**src/rtl/cstb_pkg.sv**
```systemverilog
// ----------------------------------------------------------------------------
// Timer bank package
// Shared constants, codes and types of the cascaded software timer bank.
// ----------------------------------------------------------------------------
package cstb_pkg;

   localparam int NUM_CENTI_TIMERS = 8;
   localparam int NUM_DECI_TIMERS  = 8;
   localparam int NUM_SEC_TIMERS   = 8;
   localparam int NUM_MIN_TIMERS   = 8;
   localparam int NUM_HOUR_TIMERS  = 8;

   localparam int CENTI_IW = (NUM_CENTI_TIMERS > 1) ? $clog2(NUM_CENTI_TIMERS) : 1;
   localparam int DECI_IW  = (NUM_DECI_TIMERS > 1)  ? $clog2(NUM_DECI_TIMERS)  : 1;
   localparam int SEC_IW   = (NUM_SEC_TIMERS > 1)   ? $clog2(NUM_SEC_TIMERS)   : 1;
   localparam int MIN_IW   = (NUM_MIN_TIMERS > 1)   ? $clog2(NUM_MIN_TIMERS)   : 1;
   localparam int HOUR_IW  = (NUM_HOUR_TIMERS > 1)  ? $clog2(NUM_HOUR_TIMERS)  : 1;

   localparam int MAX_A = (NUM_CENTI_TIMERS > NUM_DECI_TIMERS) ?
                          NUM_CENTI_TIMERS : NUM_DECI_TIMERS;
   localparam int MAX_B = (NUM_SEC_TIMERS > NUM_MIN_TIMERS) ?
                          NUM_SEC_TIMERS : NUM_MIN_TIMERS;
   localparam int MAX_C = (MAX_A > MAX_B) ? MAX_A : MAX_B;
   localparam int MAX_TIMERS = (MAX_C > NUM_HOUR_TIMERS) ? MAX_C : NUM_HOUR_TIMERS;
   localparam int WALK_W = (MAX_TIMERS > 1) ? $clog2(MAX_TIMERS) : 1;

   localparam logic [7:0] CNT_MAX    = 8'd255;
   localparam logic [3:0] TEN_WRAP   = 4'd9;
   localparam logic [5:0] SIXTY_WRAP = 6'd59;

   localparam logic [1:0] OP_TICK  = 2'd0;
   localparam logic [1:0] OP_START = 2'd1;
   localparam logic [1:0] OP_READ  = 2'd2;

   localparam logic [2:0] BANK_CENTI = 3'd0;
   localparam logic [2:0] BANK_DECI  = 3'd1;
   localparam logic [2:0] BANK_SEC   = 3'd2;
   localparam logic [2:0] BANK_MIN   = 3'd3;
   localparam logic [2:0] BANK_HOUR  = 3'd4;

   typedef enum logic [2:0] {
      CMD_NOP,
      CMD_TICK,
      CMD_START,
      CMD_READ,
      CMD_ERROR
   } cmd_kind_type;

   typedef struct packed {
      cmd_kind_type kind;
      logic [2:0]   bank;
      logic [2:0]   index;
   } cmd_type;

   typedef struct packed {
      logic [7:0] count_value;
      logic [5:0] sub_count;
      logic       index_error;
   } result_type;

   typedef enum logic [0:0] {
      BK_IDLE,
      BK_WALK
   } back_state_type;

   function automatic logic [7:0] sat_inc(input logic [7:0] c);
      return (c == CNT_MAX) ? c : c + 8'd1;
   endfunction

endpackage

```
**src/rtl/cstb_front.sv**
```systemverilog
// ----------------------------------------------------------------------------
// Timer bank front end
// Accepts requests, checks the timer selection and queues decoded commands.
// ----------------------------------------------------------------------------
module cstb_front (
   input  logic             clock,
   input  logic             reset,
   input  logic             req_push,
   output logic             req_full,
   input  logic [1:0]       req_opcode,
   input  logic [2:0]       req_timer_class,
   input  logic [2:0]       req_timer_index,
   output logic             cmd_valid,
   output cstb_pkg::cmd_type cmd_head,
   input  logic             cmd_pop
);

   cstb_pkg::cmd_type cmd_dec;
   logic              sel_ok;
   logic              push_take;
   logic              pop_take;

   cstb_pkg::cmd_type q_ff [2];
   logic              wr_ptr_ff, wr_ptr_in;
   logic              rd_ptr_ff, rd_ptr_in;
   logic [1:0]        count_ff, count_in;

   always_comb begin
      unique case (req_timer_class)
         cstb_pkg::BANK_CENTI: sel_ok = int'(req_timer_index) < cstb_pkg::NUM_CENTI_TIMERS;
         cstb_pkg::BANK_DECI:  sel_ok = int'(req_timer_index) < cstb_pkg::NUM_DECI_TIMERS;
         cstb_pkg::BANK_SEC:   sel_ok = int'(req_timer_index) < cstb_pkg::NUM_SEC_TIMERS;
         cstb_pkg::BANK_MIN:   sel_ok = int'(req_timer_index) < cstb_pkg::NUM_MIN_TIMERS;
         cstb_pkg::BANK_HOUR:  sel_ok = int'(req_timer_index) < cstb_pkg::NUM_HOUR_TIMERS;
         default:              sel_ok = 1'b0;
      endcase
   end

   always_comb begin
      cmd_dec.bank  = req_timer_class;
      cmd_dec.index = req_timer_index;
      unique case (req_opcode)
         cstb_pkg::OP_TICK:  cmd_dec.kind = cstb_pkg::CMD_TICK;
         cstb_pkg::OP_START: cmd_dec.kind = sel_ok ? cstb_pkg::CMD_START : cstb_pkg::CMD_ERROR;
         cstb_pkg::OP_READ:  cmd_dec.kind = sel_ok ? cstb_pkg::CMD_READ : cstb_pkg::CMD_ERROR;
         default:            cmd_dec.kind = cstb_pkg::CMD_NOP;
      endcase
   end

   assign req_full  = (count_ff == 2'd2);
   assign cmd_valid = (count_ff != 2'd0);
   assign cmd_head  = q_ff[rd_ptr_ff];
   assign push_take = req_push && !req_full;
   assign pop_take  = cmd_pop && cmd_valid;

   always_comb begin
      wr_ptr_in = push_take ? !wr_ptr_ff : wr_ptr_ff;
      rd_ptr_in = pop_take ? !rd_ptr_ff : rd_ptr_ff;
      count_in  = count_ff + {1'b0, push_take} - {1'b0, pop_take};
   end

   always_ff @(posedge clock) begin
      if (reset) begin
         wr_ptr_ff <= 1'b0;
         rd_ptr_ff <= 1'b0;
         count_ff  <= 2'd0;
      end else begin
         wr_ptr_ff <= wr_ptr_in;
         rd_ptr_ff <= rd_ptr_in;
         count_ff  <= count_in;
      end
   end

   always_ff @(posedge clock) begin
      if (push_take) begin
         q_ff[wr_ptr_ff] <= cmd_dec;
      end
   end

endmodule

```
**src/rtl/cstb_back.sv**
```systemverilog
// ----------------------------------------------------------------------------
// Timer bank back end
// Executes queued commands on the timer storage and queues the results.
// ----------------------------------------------------------------------------
module cstb_back (
   input  logic              clock,
   input  logic              reset,
   input  logic              cmd_valid,
   input  cstb_pkg::cmd_type cmd_head,
   output logic              cmd_pop,
   output logic              rsp_empty,
   input  logic              rsp_pop,
   output logic [7:0]        rsp_count_value,
   output logic [5:0]        rsp_sub_count,
   output logic              rsp_index_error
);

   cstb_pkg::back_state_type state_ff, state_in;
   logic [cstb_pkg::WALK_W-1:0] walk_ff, walk_in;
   logic walk_last;
   logic walk_on;
   logic cmd_take;
   logic tick_take;
   logic start_take;

   logic [3:0] shared_centi_ff, shared_centi_in;
   logic [3:0] shared_deci_ff, shared_deci_in;
   logic [5:0] shared_sec_ff, shared_sec_in;
   logic       step_sec_ff, step_sec_in;
   logic       step_min_ff, step_min_in;
   logic       step_hour_ff, step_hour_in;
   logic [3:0] centi_inc;
   logic [3:0] deci_inc;
   logic [5:0] sec_inc;
   logic       wrap_c, wrap_d, wrap_s;

   logic [7:0] centi_cnt_ff [cstb_pkg::NUM_CENTI_TIMERS];
   logic [7:0] deci_cnt_ff  [cstb_pkg::NUM_DECI_TIMERS];
   logic [3:0] deci_sub_ff  [cstb_pkg::NUM_DECI_TIMERS];
   logic [7:0] sec_cnt_ff   [cstb_pkg::NUM_SEC_TIMERS];
   logic [3:0] sec_sub_ff   [cstb_pkg::NUM_SEC_TIMERS];
   logic [7:0] min_cnt_ff   [cstb_pkg::NUM_MIN_TIMERS];
   logic [5:0] min_sub_ff   [cstb_pkg::NUM_MIN_TIMERS];
   logic [7:0] hour_cnt_ff  [cstb_pkg::NUM_HOUR_TIMERS];
   logic [5:0] hour_sub_ff  [cstb_pkg::NUM_HOUR_TIMERS];

   logic [cstb_pkg::CENTI_IW-1:0] centi_addr;
   logic [cstb_pkg::DECI_IW-1:0]  deci_addr;
   logic [cstb_pkg::SEC_IW-1:0]   sec_addr;
   logic [cstb_pkg::MIN_IW-1:0]   min_addr;
   logic [cstb_pkg::HOUR_IW-1:0]  hour_addr;

   logic [7:0] centi_cnt_rd, deci_cnt_rd, sec_cnt_rd, min_cnt_rd, hour_cnt_rd;
   logic [3:0] deci_sub_rd, sec_sub_rd;
   logic [5:0] min_sub_rd, hour_sub_rd;

   logic       centi_we, deci_we, sec_we, min_we, hour_we;
   logic [7:0] centi_cnt_in, deci_cnt_in, sec_cnt_in, min_cnt_in, hour_cnt_in;
   logic [3:0] deci_sub_in, sec_sub_in;
   logic [5:0] min_sub_in, hour_sub_in;

   cstb_pkg::result_type res_new;
   cstb_pkg::result_type rq_ff [2];
   logic       rq_wr_ff, rq_wr_in;
   logic       rq_rd_ff, rq_rd_in;
   logic [1:0] rq_count_ff, rq_count_in;
   logic       rq_full;
   logic       rq_pop_take;

   assign rq_full     = (rq_count_ff == 2'd2);
   assign walk_last   = (walk_ff == cstb_pkg::WALK_W'(cstb_pkg::MAX_TIMERS - 1));

   always_comb begin
      state_in = state_ff;
      unique case (state_ff)
         cstb_pkg::BK_IDLE: begin
            if (cmd_valid && !rq_full && cmd_head.kind == cstb_pkg::CMD_TICK) begin
               state_in = cstb_pkg::BK_WALK;
            end
         end
         cstb_pkg::BK_WALK: begin
            if (walk_last) begin
               state_in = cstb_pkg::BK_IDLE;
            end
         end
         default: state_in = cstb_pkg::BK_IDLE;
      endcase
   end

   always_comb begin
      walk_on  = (state_ff == cstb_pkg::BK_WALK);
      cmd_take = (state_ff == cstb_pkg::BK_IDLE) && cmd_valid && !rq_full;
      cmd_pop  = cmd_take;
      tick_take  = cmd_take && cmd_head.kind == cstb_pkg::CMD_TICK;
      start_take = cmd_take && cmd_head.kind == cstb_pkg::CMD_START;
      walk_in  = walk_on ? walk_ff + 1'b1 : '0;
   end

   always_comb begin
      centi_inc = shared_centi_ff + 4'd1;
      wrap_c    = centi_inc > cstb_pkg::TEN_WRAP;
      deci_inc  = shared_deci_ff + 4'd1;
      wrap_d    = deci_inc > cstb_pkg::TEN_WRAP;
      sec_inc   = shared_sec_ff + 6'd1;
      wrap_s    = sec_inc > cstb_pkg::SIXTY_WRAP;
      shared_centi_in = shared_centi_ff;
      shared_deci_in  = shared_deci_ff;
      shared_sec_in   = shared_sec_ff;
      step_sec_in     = step_sec_ff;
      step_min_in     = step_min_ff;
      step_hour_in    = step_hour_ff;
      if (tick_take) begin
         shared_centi_in = wrap_c ? 4'd0 : centi_inc;
         step_sec_in     = wrap_c;
         step_min_in     = wrap_c && wrap_d;
         step_hour_in    = wrap_c && wrap_d && wrap_s;
         if (wrap_c) begin
            shared_deci_in = wrap_d ? 4'd0 : deci_inc;
            if (wrap_d) begin
               shared_sec_in = wrap_s ? 6'd0 : sec_inc;
            end
         end
      end
   end

   always_comb begin
      centi_addr = walk_on ? cstb_pkg::CENTI_IW'(walk_ff) : cstb_pkg::CENTI_IW'(cmd_head.index);
      deci_addr  = walk_on ? cstb_pkg::DECI_IW'(walk_ff)  : cstb_pkg::DECI_IW'(cmd_head.index);
      sec_addr   = walk_on ? cstb_pkg::SEC_IW'(walk_ff)   : cstb_pkg::SEC_IW'(cmd_head.index);
      min_addr   = walk_on ? cstb_pkg::MIN_IW'(walk_ff)   : cstb_pkg::MIN_IW'(cmd_head.index);
      hour_addr  = walk_on ? cstb_pkg::HOUR_IW'(walk_ff)  : cstb_pkg::HOUR_IW'(cmd_head.index);
      centi_cnt_rd = centi_cnt_ff[centi_addr];
      deci_cnt_rd  = deci_cnt_ff[deci_addr];
      deci_sub_rd  = deci_sub_ff[deci_addr];
      sec_cnt_rd   = sec_cnt_ff[sec_addr];
      sec_sub_rd   = sec_sub_ff[sec_addr];
      min_cnt_rd   = min_cnt_ff[min_addr];
      min_sub_rd   = min_sub_ff[min_addr];
      hour_cnt_rd  = hour_cnt_ff[hour_addr];
      hour_sub_rd  = hour_sub_ff[hour_addr];
   end

   always_comb begin
      centi_cnt_in = 8'd0;
      deci_cnt_in  = 8'd0;
      deci_sub_in  = 4'd0;
      sec_cnt_in   = 8'd0;
      sec_sub_in   = 4'd0;
      min_cnt_in   = 8'd0;
      min_sub_in   = 6'd0;
      hour_cnt_in  = 8'd0;
      hour_sub_in  = 6'd0;
      if (walk_on) begin
         centi_we = int'(walk_ff) < cstb_pkg::NUM_CENTI_TIMERS;
         deci_we  = int'(walk_ff) < cstb_pkg::NUM_DECI_TIMERS;
         sec_we   = step_sec_ff && int'(walk_ff) < cstb_pkg::NUM_SEC_TIMERS;
         min_we   = step_min_ff && int'(walk_ff) < cstb_pkg::NUM_MIN_TIMERS;
         hour_we  = step_hour_ff && int'(walk_ff) < cstb_pkg::NUM_HOUR_TIMERS;
         centi_cnt_in = cstb_pkg::sat_inc(centi_cnt_rd);
         deci_sub_in  = (deci_sub_rd >= cstb_pkg::TEN_WRAP) ? 4'd0 : deci_sub_rd + 4'd1;
         deci_cnt_in  = (deci_sub_rd >= cstb_pkg::TEN_WRAP) ?
                        cstb_pkg::sat_inc(deci_cnt_rd) : deci_cnt_rd;
         sec_sub_in   = (sec_sub_rd >= cstb_pkg::TEN_WRAP) ? 4'd0 : sec_sub_rd + 4'd1;
         sec_cnt_in   = (sec_sub_rd >= cstb_pkg::TEN_WRAP) ?
                        cstb_pkg::sat_inc(sec_cnt_rd) : sec_cnt_rd;
         min_sub_in   = (min_sub_rd >= cstb_pkg::SIXTY_WRAP) ? 6'd0 : min_sub_rd + 6'd1;
         min_cnt_in   = (min_sub_rd >= cstb_pkg::SIXTY_WRAP) ?
                        cstb_pkg::sat_inc(min_cnt_rd) : min_cnt_rd;
         hour_sub_in  = (hour_sub_rd >= cstb_pkg::SIXTY_WRAP) ? 6'd0 : hour_sub_rd + 6'd1;
         hour_cnt_in  = (hour_sub_rd >= cstb_pkg::SIXTY_WRAP) ?
                        cstb_pkg::sat_inc(hour_cnt_rd) : hour_cnt_rd;
      end else begin
         centi_we = start_take && cmd_head.bank == cstb_pkg::BANK_CENTI;
         deci_we  = start_take && cmd_head.bank == cstb_pkg::BANK_DECI;
         sec_we   = start_take && cmd_head.bank == cstb_pkg::BANK_SEC;
         min_we   = start_take && cmd_head.bank == cstb_pkg::BANK_MIN;
         hour_we  = start_take && cmd_head.bank == cstb_pkg::BANK_HOUR;
      end
   end

   always_ff @(posedge clock) begin
      if (reset) begin
         for (int i = 0; i < cstb_pkg::NUM_CENTI_TIMERS; i++) begin
            centi_cnt_ff[i] <= 8'd0;
         end
         for (int i = 0; i < cstb_pkg::NUM_DECI_TIMERS; i++) begin
            deci_cnt_ff[i] <= 8'd0;
            deci_sub_ff[i] <= 4'd0;
         end
         for (int i = 0; i < cstb_pkg::NUM_SEC_TIMERS; i++) begin
            sec_cnt_ff[i] <= 8'd0;
            sec_sub_ff[i] <= 4'd0;
         end
         for (int i = 0; i < cstb_pkg::NUM_MIN_TIMERS; i++) begin
            min_cnt_ff[i] <= 8'd0;
            min_sub_ff[i] <= 6'd0;
         end
         for (int i = 0; i < cstb_pkg::NUM_HOUR_TIMERS; i++) begin
            hour_cnt_ff[i] <= 8'd0;
            hour_sub_ff[i] <= 6'd0;
         end
      end else begin
         if (centi_we) begin
            centi_cnt_ff[centi_addr] <= centi_cnt_in;
         end
         if (deci_we) begin
            deci_cnt_ff[deci_addr] <= deci_cnt_in;
            deci_sub_ff[deci_addr] <= deci_sub_in;
         end
         if (sec_we) begin
            sec_cnt_ff[sec_addr] <= sec_cnt_in;
            sec_sub_ff[sec_addr] <= sec_sub_in;
         end
         if (min_we) begin
            min_cnt_ff[min_addr] <= min_cnt_in;
            min_sub_ff[min_addr] <= min_sub_in;
         end
         if (hour_we) begin
            hour_cnt_ff[hour_addr] <= hour_cnt_in;
            hour_sub_ff[hour_addr] <= hour_sub_in;
         end
      end
   end

   always_comb begin
      res_new = '0;
      if (cmd_head.kind == cstb_pkg::CMD_ERROR) begin
         res_new.index_error = 1'b1;
      end else if (cmd_head.kind == cstb_pkg::CMD_READ) begin
         unique case (cmd_head.bank)
            cstb_pkg::BANK_CENTI: res_new.count_value = centi_cnt_rd;
            cstb_pkg::BANK_DECI: begin
               res_new.count_value = deci_cnt_rd;
               res_new.sub_count   = 6'(deci_sub_rd);
            end
            cstb_pkg::BANK_SEC: begin
               res_new.count_value = sec_cnt_rd;
               res_new.sub_count   = 6'(sec_sub_rd);
            end
            cstb_pkg::BANK_MIN: begin
               res_new.count_value = min_cnt_rd;
               res_new.sub_count   = min_sub_rd;
            end
            cstb_pkg::BANK_HOUR: begin
               res_new.count_value = hour_cnt_rd;
               res_new.sub_count   = hour_sub_rd;
            end
            default: res_new = '0;
         endcase
      end
   end

   assign rsp_empty       = (rq_count_ff == 2'd0);
   assign rq_pop_take     = rsp_pop && !rsp_empty;
   assign rsp_count_value = rq_ff[rq_rd_ff].count_value;
   assign rsp_sub_count   = rq_ff[rq_rd_ff].sub_count;
   assign rsp_index_error = rq_ff[rq_rd_ff].index_error;

   always_comb begin
      rq_wr_in    = cmd_take ? !rq_wr_ff : rq_wr_ff;
      rq_rd_in    = rq_pop_take ? !rq_rd_ff : rq_rd_ff;
      rq_count_in = rq_count_ff + {1'b0, cmd_take} - {1'b0, rq_pop_take};
   end

   always_ff @(posedge clock) begin
      if (cmd_take) begin
         rq_ff[rq_wr_ff] <= res_new;
      end
   end

   always_ff @(posedge clock) begin
      if (reset) begin
         state_ff        <= cstb_pkg::BK_IDLE;
         walk_ff         <= '0;
         shared_centi_ff <= 4'd0;
         shared_deci_ff  <= 4'd0;
         shared_sec_ff   <= 6'd0;
         step_sec_ff     <= 1'b0;
         step_min_ff     <= 1'b0;
         step_hour_ff    <= 1'b0;
         rq_wr_ff        <= 1'b0;
         rq_rd_ff        <= 1'b0;
         rq_count_ff     <= 2'd0;
      end else begin
         state_ff        <= state_in;
         walk_ff         <= walk_in;
         shared_centi_ff <= shared_centi_in;
         shared_deci_ff  <= shared_deci_in;
         shared_sec_ff   <= shared_sec_in;
         step_sec_ff     <= step_sec_in;
         step_min_ff     <= step_min_in;
         step_hour_ff    <= step_hour_in;
         rq_wr_ff        <= rq_wr_in;
         rq_rd_ff        <= rq_rd_in;
         rq_count_ff     <= rq_count_in;
      end
   end

endmodule

```
**src/rtl/cascaded_software_timer_bank.sv**
```systemverilog
// ----------------------------------------------------------------------------
// Cascaded software timer bank
// Five banks of saturating elapsed-time timers driven by 10 ms tick requests.
// ----------------------------------------------------------------------------
//   channel    handshake         payload
//   request    req_push/req_full req_opcode, req_timer_class, req_timer_index
//   response   rsp_pop/rsp_empty rsp_count_value, rsp_sub_count, rsp_index_error
//
// A start, read or rejected request is executed as the back end takes it; a tick
// is dispatched, then walks all slots of the largest bank (8), updating one slot
// of each bank per cycle (sec, min, hour banks only when their prescaler steps).
// Each request passes a two-entry command queue and a two-entry response queue.
// Synchronous reset clears all timers and prescalers.
// A full response queue stalls the back end; requests queue until it frees.
// ----------------------------------------------------------------------------
module cascaded_software_timer_bank (
   input  logic       clock,
   input  logic       reset,
   input  logic       req_push,
   output logic       req_full,
   input  logic [1:0] req_opcode,
   input  logic [2:0] req_timer_class,
   input  logic [2:0] req_timer_index,
   output logic       rsp_empty,
   input  logic       rsp_pop,
   output logic [7:0] rsp_count_value,
   output logic [5:0] rsp_sub_count,
   output logic       rsp_index_error
);

   logic              cmd_valid;
   logic              cmd_pop;
   cstb_pkg::cmd_type cmd_head;

   cstb_front u_front (
      .clock           (clock),
      .reset           (reset),
      .req_push        (req_push),
      .req_full        (req_full),
      .req_opcode      (req_opcode),
      .req_timer_class (req_timer_class),
      .req_timer_index (req_timer_index),
      .cmd_valid       (cmd_valid),
      .cmd_head        (cmd_head),
      .cmd_pop         (cmd_pop)
   );

   cstb_back u_back (
      .clock           (clock),
      .reset           (reset),
      .cmd_valid       (cmd_valid),
      .cmd_head        (cmd_head),
      .cmd_pop         (cmd_pop),
      .rsp_empty       (rsp_empty),
      .rsp_pop         (rsp_pop),
      .rsp_count_value (rsp_count_value),
      .rsp_sub_count   (rsp_sub_count),
      .rsp_index_error (rsp_index_error)
   );

endmodule
```
**config.mk**
```make
export PLATFORM = sky130hd
export DESIGN_NAME = cascaded_software_timer_bank
export DESIGN_NICKNAME = d
export VERILOG_FILES = /design/src/rtl/cstb_pkg.sv /design/src/rtl/cstb_front.sv /design/src/rtl/cstb_back.sv /design/src/rtl/cascaded_software_timer_bank.sv
export SDC_FILE = /design/constraint.sdc
export NUM_CORES = 1
export LEC_CHECK = 0
export BUFFER_PORTS_ARGS = -buffer_cell sky130_fd_sc_hd__buf_4
export CORE_ASPECT_RATIO = 0.7
export CORE_MARGIN = 2
export CORE_UTILIZATION = 47
export DETAILED_ROUTE_END_ITERATION = 16
export HOLD_SLACK_MARGIN = 0.15
export MAX_ROUTING_LAYER = met4
export SLEW_MARGIN = 10
export SYNTH_ARGS = -nofsm -noshare
export SYNTH_HDL_FRONTEND = slang
export SYNTH_HIERARCHICAL = 1
export SYNTH_SLANG_ARGS = --single-unit
```
**constraint.sdc**
```tcl
create_clock -name clock -period 10 [get_ports clock]
set_input_delay 0.5 -clock clock [delete_from_list [all_inputs] [get_ports clock]]
set_output_delay 0.5 -clock clock [all_outputs]
set_load 0.02 [all_outputs]
```
Word level (Yosys, flattened, before mapping) --
Memories as Yosys holds them, arrays and structs flattened. A register that Yosys moved wholly into a read port is not among the register bits. Index checks and enable logic that the tools add are counted.
Word-level totals: latch bits 0, memories 11, bits of input ports 12, register bits after elaboration 29, memory bits (read-only) 0, memory bits (writable) 528
Operators by class: div/mod/pow operators 0, add/subtract/negate cells 17, reduce and logical (&&, ||, !) cells 41, multiplexer cells 95, shift-type cells 0, bitwise gates (word level) 1, magnitude comparators 7, equal/unequal tests 22, multipliers 0
Memories:
- u_back.centi_cnt_ff | words 8, width 8, rd ports 1, clocked after Yosys merged registers in 0, wr ports 8, line cstb_back.sv:37 | logic [7:0] centi_cnt_ff [cstb_pkg::NUM_CENTI_TIMERS];
- u_back.deci_cnt_ff | words 8, width 8, rd ports 1, clocked after Yosys merged registers in 0, wr ports 8, line cstb_back.sv:38 | logic [7:0] deci_cnt_ff [cstb_pkg::NUM_DECI_TIMERS];
- u_back.hour_cnt_ff | words 8, width 8, rd ports 1, clocked after Yosys merged registers in 0, wr ports 8, line cstb_back.sv:44 | logic [7:0] hour_cnt_ff [cstb_pkg::NUM_HOUR_TIMERS];
- u_back.min_cnt_ff | words 8, width 8, rd ports 1, clocked after Yosys merged registers in 0, wr ports 8, line cstb_back.sv:42 | logic [7:0] min_cnt_ff [cstb_pkg::NUM_MIN_TIMERS];
- u_back.sec_cnt_ff | words 8, width 8, rd ports 1, clocked after Yosys merged registers in 0, wr ports 8, line cstb_back.sv:40 | logic [7:0] sec_cnt_ff [cstb_pkg::NUM_SEC_TIMERS];
- u_back.hour_sub_ff | words 8, width 6, rd ports 1, clocked after Yosys merged registers in 0, wr ports 8, line cstb_back.sv:45 | logic [5:0] hour_sub_ff [cstb_pkg::NUM_HOUR_TIMERS];
- 5 more memories
Operators by type and width (number):
- $mux 8 | 19
- $mux 1 | 43
- $mux 6 | 7
- $add 8x1->8 const B | 5
- $eq 8x8->1 const B | 5
- $pmux 8 s5 | 1
- $reduce_or 8->1 | 5
- $mux 3 | 12
- $mux 4 | 8
- $pmux 6 s4 | 1
- $add 6x1->6 const B | 3
- $eq 3x2->1 const B | 6
- $add 4x1->4 const B | 4
- $logic_and 1x1->1 | 16
- $mux 15 | 1
- $mux 14 | 1
- $eq 3x3->1 const B | 4
- $ge 6x6->1 const B | 2
- $reduce_or 6->1 | 2
- $eq 3x1->1 const B | 3
- $pmux 3 s3 | 1
- $ge 4x4->1 const B | 2
- $gt 4x4->1 const B | 2
- $reduce_or 4->1 | 2
- 16 further kinds | 28

Logic depth before layout (Yosys ltp) --
depth in word-level cells 11, mapped depth 20, mapped depth without buffers 12

Cells and area by module --
Netlist, hierarchy kept.
Modules (own cells, without submodules):
- cstb_back | area each 25614.6 µm², instances 1, cells an instance 2261, sequential area each 15835.2 µm²
- cstb_front | area each 950.9 µm², instances 1, cells an instance 61, sequential area each 640.6 µm²

Worst setup path before layout --
OpenSTA, ideal clock, no wires.
kind flip-flop to flip-flop, from reg (tool-made name), to mem u_back.sec_cnt_ff[0][1], data pin, buffers on the path 7, clock period less this slack 4.321 ns, stages on the path, launching flop included 19, data arrival time 4.053 ns, setup time 0.268 ns, required time 9.732 ns, setup slack 5.679 ns, cells stage by stage dfxtp_1 > buf_2 > mux2_1 > buf_2 > mux2_4 > buf_6 > buf_6 > buf_6 > buf_4 > buf_2 > mux2_2 > a222oi_1 > and3_1 > ha_1 > inv_1 > a31o_2 > a21oi_1 > mux2i_2 > nor2_1
RTL lines (line):
- to (decl) | cstb_back.sv:40

==> impl_results.md <==
- Max incr delay on CP: 1.12 ns
- Worst path top cell family by delay: multiplexers
- Mapped Area: 26570 um2
- Setup CP Type: flip-flop to flip-flop
- Commonest non-fill, non-tap cell in the layout: edfxtp_1
- Comb power frac: 41.8%
- R2R depth: 13
- Setup TNS: 0 ns
- Avg Synthesized Cell Area: 11.44 um2
- P_sw: 3.526 mW
- Most frequent cells in the layout: edfxtp_1 (528), nor2_1 (509), nand2_1 (237), a21oi_1 (91)
- DRT iter0 DRCs: 3420
- Switch share: 41.84%
- Routed WL: 88470 um
- Vias post-DR: 20.03k
- Max Cap Violations: 0
- Seq cells post-synth: 559
- Yosys warns: 6
- Post-synthesis adder-cell area fraction: 1.177%
- Yosys top cell by area: edfxtp_1
- # resized after CTS: 0
- Worst R2R Setup Slack: 3.96 ns
- EDFF count, synth: 528
- Ports: 29
- Final cell count without fillers: 3129
- Vias in the first global route: 18.83k
- Clock skew: 0.01623 ns
- Asr flop ratio synth: 0%
- Total GRT Usage: 31.19%
- Worst hold path type: primary input to flip-flop
- Cell internal pwr: 4.901 mW
- Placed Instances: 3019
- Fmax: 165.6 MHz
- Slew @ Worst Pin: 1.298 ns
- Flop pwr share: 33.0%
- Dpl hpwl: 58490 um
- Final Slew Violations: 0
- Hold path depth: 2
- Clk Tree Root Cell: clkbuf_16
- Ranking of synthesized cells by area: edfxtp_1 (60%), nor2_1 (7.2%), nand2_1 (3.3%), dfxtp_1 (2.3%), mux2i_1 (1.9%)
- GPL Wtd Cong: 1.078
- Yosys top cell area share: 59.68%
- Final hold vios: 0
- Hold Path Sink: u_front/q_ff[0][6]
- Number of I/O port buffers: 28
- Clock sinks: 559
- CP cell instances: mux2_1 -> mux2_4 -> nor3_2 -> buf_4 -> a22oi_1 -> and3_1 -> inv_1 -> ha_1 -> inv_1 -> a2111oi_4 -> o21ai_1 -> mux2i_1 -> nor2_1
- Lkg Pwr: 10.28 nW
- CP max-delay cell: nor3_2
- Antenna-violating nets left: 0
- Initial antenna violation count: 4
- Die area: 58470 um2
- Layout Utilization: 52.90%
- DIE HEIGHT: 202.9 um
- Crit share post-route: 60.38%
- Total grt overflow: 0
- Largest net degree at the start of global routing: 54
- First-pass GRT wire length: 128500 um
- CP startpoint kind: flip-flop
- Status: finished, final reports clean
- Num CTS Buffers: 54
- Post-synthesis mux area share: 4.569%
- H-tree Lvls: 2
- PwrDens: 286.6 nW/um2
- Share of layout cells above drive strength 1: 10.23%
- Total Nets Final: 2379
- DR WL/cell: 28.27 um
- Critical path required time: 10.32 ns
- Dominant synthesized flop cell: edfxtp_1
- TritonRoute pass-1 iters: 7
- Critical path buffers and inverters: 3
- Critical path peak fanout: 40
- # fillers: 4836
- Clk_lat worst skew: 0.61 ns
- CP most frequent cell: inv_1
- CP endpoint kind: flip-flop
- Post-synthesis compound-gate area fraction: 10.13%
- Distinct cell type count after synthesis: 99
- Row cnt: 72
- Clk pwr share: 25.2%
- Worst vdd ir: 0.0001462 V
- DRC: 0
- Synth Instances: 2322
- Post-Syn Nets: 2359
- Main combinational cell family by area after synthesis: simple AND/OR/NAND/NOR gates
- Vias/cell: 6.400
- P&R area growth vs syn: 10.68%
- Floorplan core area: 55580 um2
- TritonCTS clock tree: built
- FF-to-FF End: u_back/hour_cnt_ff[2][1]
- Sequential-to-total area share from yosys stat: 62.02%
- Hold Crit Start: req_opcode[0]
- Critical Path AT: 6.36 ns
- Clock Tree Buf Depth: 3
- Horiz. Die Dim: 288.2 um
- RSZ-0062 raised after global routing: false
- Starting Density: 47.79%
- Slew margin rel.: 13.01%
- Reg clk slew, reported paths: 0.07 ns
- Period minus WS final: 6.038 ns
- Post-Synth XOR/XNOR Area: 1.112%
- Simple-gate share of the synthesized area: 18.24%
- Finish-stage setup viols: 0
logic make-up (layout without fill, tap and decap cells):
family                   count (synthesis)  count (layout)
multiplexers                           110             110
buffers and inverters                  157             221
AO/OA/AOI/OAI                          375             375
AND/OR/NAND/NOR                       1064            1064
flip-flops                             559             559
adder cells (fa/ha/maj)                 25              25
other                                    0               3
XOR/XNOR                                32              32
stage by stage:
stage	power, mW	setup WS (ns)	area [um2]	hold slack [ns]
floorplan	4.970	5.679	26570	0.4568
global placement	6.197	4.283	27510	0.4996
detailed placement	6.211	4.132	27510	0.5059
CTS	8.331	4.070	29400	0.1699
global route	8.732	3.730	29400	0.1951
finish	8.427	3.962	29400	0.1934
synthesized netlist by cell type (34+ instances only):
master and count:
inv_1 39, o21ai_0 47, mux2_2 41, nand2_1 237
edfxtp_1 528, a21oi_1 91, nand2b_1 52, nor3_1 34
nand3_1 73, nor2_1 511, mux2i_1 50, a22oi_1 45
clkbuf_1 61
metal layers:
layer	share of wire, %	GRT usage (%)
met2	41	42.02
met4	3.1	9.567
met5	0	-
met1	41	46.38
met3	14	7.303
state kept, by name (all words and copies together), names as in the netlist, 2 cells and up, named ones only:
| signal | cells |
|---|---|
| u_back/rq_ff | 30 |
| u_back/min_sub_ff | 48 |
| u_back/shared_sec_ff | 6 |
| u_back/walk_ff | 3 |
| u_back/shared_centi_ff | 4 |
| u_back/deci_sub_ff | 32 |
| u_back/hour_sub_ff | 48 |
| u_front/q_ff | 18 |
| u_back/sec_sub_ff | 32 |
| u_back/hour_cnt_ff | 64 |
| u_back/centi_cnt_ff | 64 |
| u_front/count_ff | 2 |
| u_back/rq_count_ff | 2 |
| u_back/deci_cnt_ff | 64 |
| u_back/min_cnt_ff | 64 |
| u_back/shared_deci_ff | 4 |
| u_back/sec_cnt_ff | 64 |
how the worst max path moves through the flow:
stage,start,to,slack (ns),cells after the start
2_1_floorplan,flip-flop,u_back/sec_cnt_ff[0][1],5.68,18
3_3_place_gp,flip-flop,u_back/hour_cnt_ff[1][3],4.28,13
3_5_place_dp,flip-flop,u_back/hour_cnt_ff[3][1],4.13,13
4_1_cts,flip-flop,u_back/hour_cnt_ff[3][1],4.07,13
5_1_grt,flip-flop,u_back/hour_cnt_ff[2][3],3.73,13
6_report,flip-flop,u_back/hour_cnt_ff[2][1],3.96,13
worst register-to-register path, stage by stage, from the launching register on:
cell and delay [ns]:
dfxtp_1 0.57, mux2_1 0.59, mux2_4 0.60, nor3_2 1.12, buf_4 0.52, a22oi_1 0.16
and3_1 0.29, inv_1 0.07, ha_1 0.21, inv_1 0.11, a2111oi_4 0.52, o21ai_1 0.22
mux2i_1 0.62, nor2_1 0.13
cell type report:
cell class	instances	area, um2	share of cell area, %
Antenna cell	3	7.507	0.02553
Tap cell	740	925.9	3.149
Multi-Input combinational cell	1606	9408	32.00
Clock inverter	35	356.6	1.213
Clock buffer	65	1456	4.953
Sequential cell	559	16480	56.04
Timing Repair Buffer	80	618.1	2.102
Inverter	41	153.9	0.5234
what timing repair did:
item / 4_1_cts / 5_1_grt
setup buffers: 0 / 0
hold endpoints to repair: 13 / 0
hold buffers: 7 / 0
power by group through the flow:
stage / registers (mW) / clock network (mW) / logic (mW)
floorplan: 2.80 / 0 / 2.17
global placement: 2.82 / 0 / 3.38
detailed placement: 2.83 / 0 / 3.38
CTS: 2.78 / 2.15 / 3.40
global route: 2.79 / 2.24 / 3.70
finish: 2.78 / 2.12 / 3.52
(Power assumes the default switching activity.)
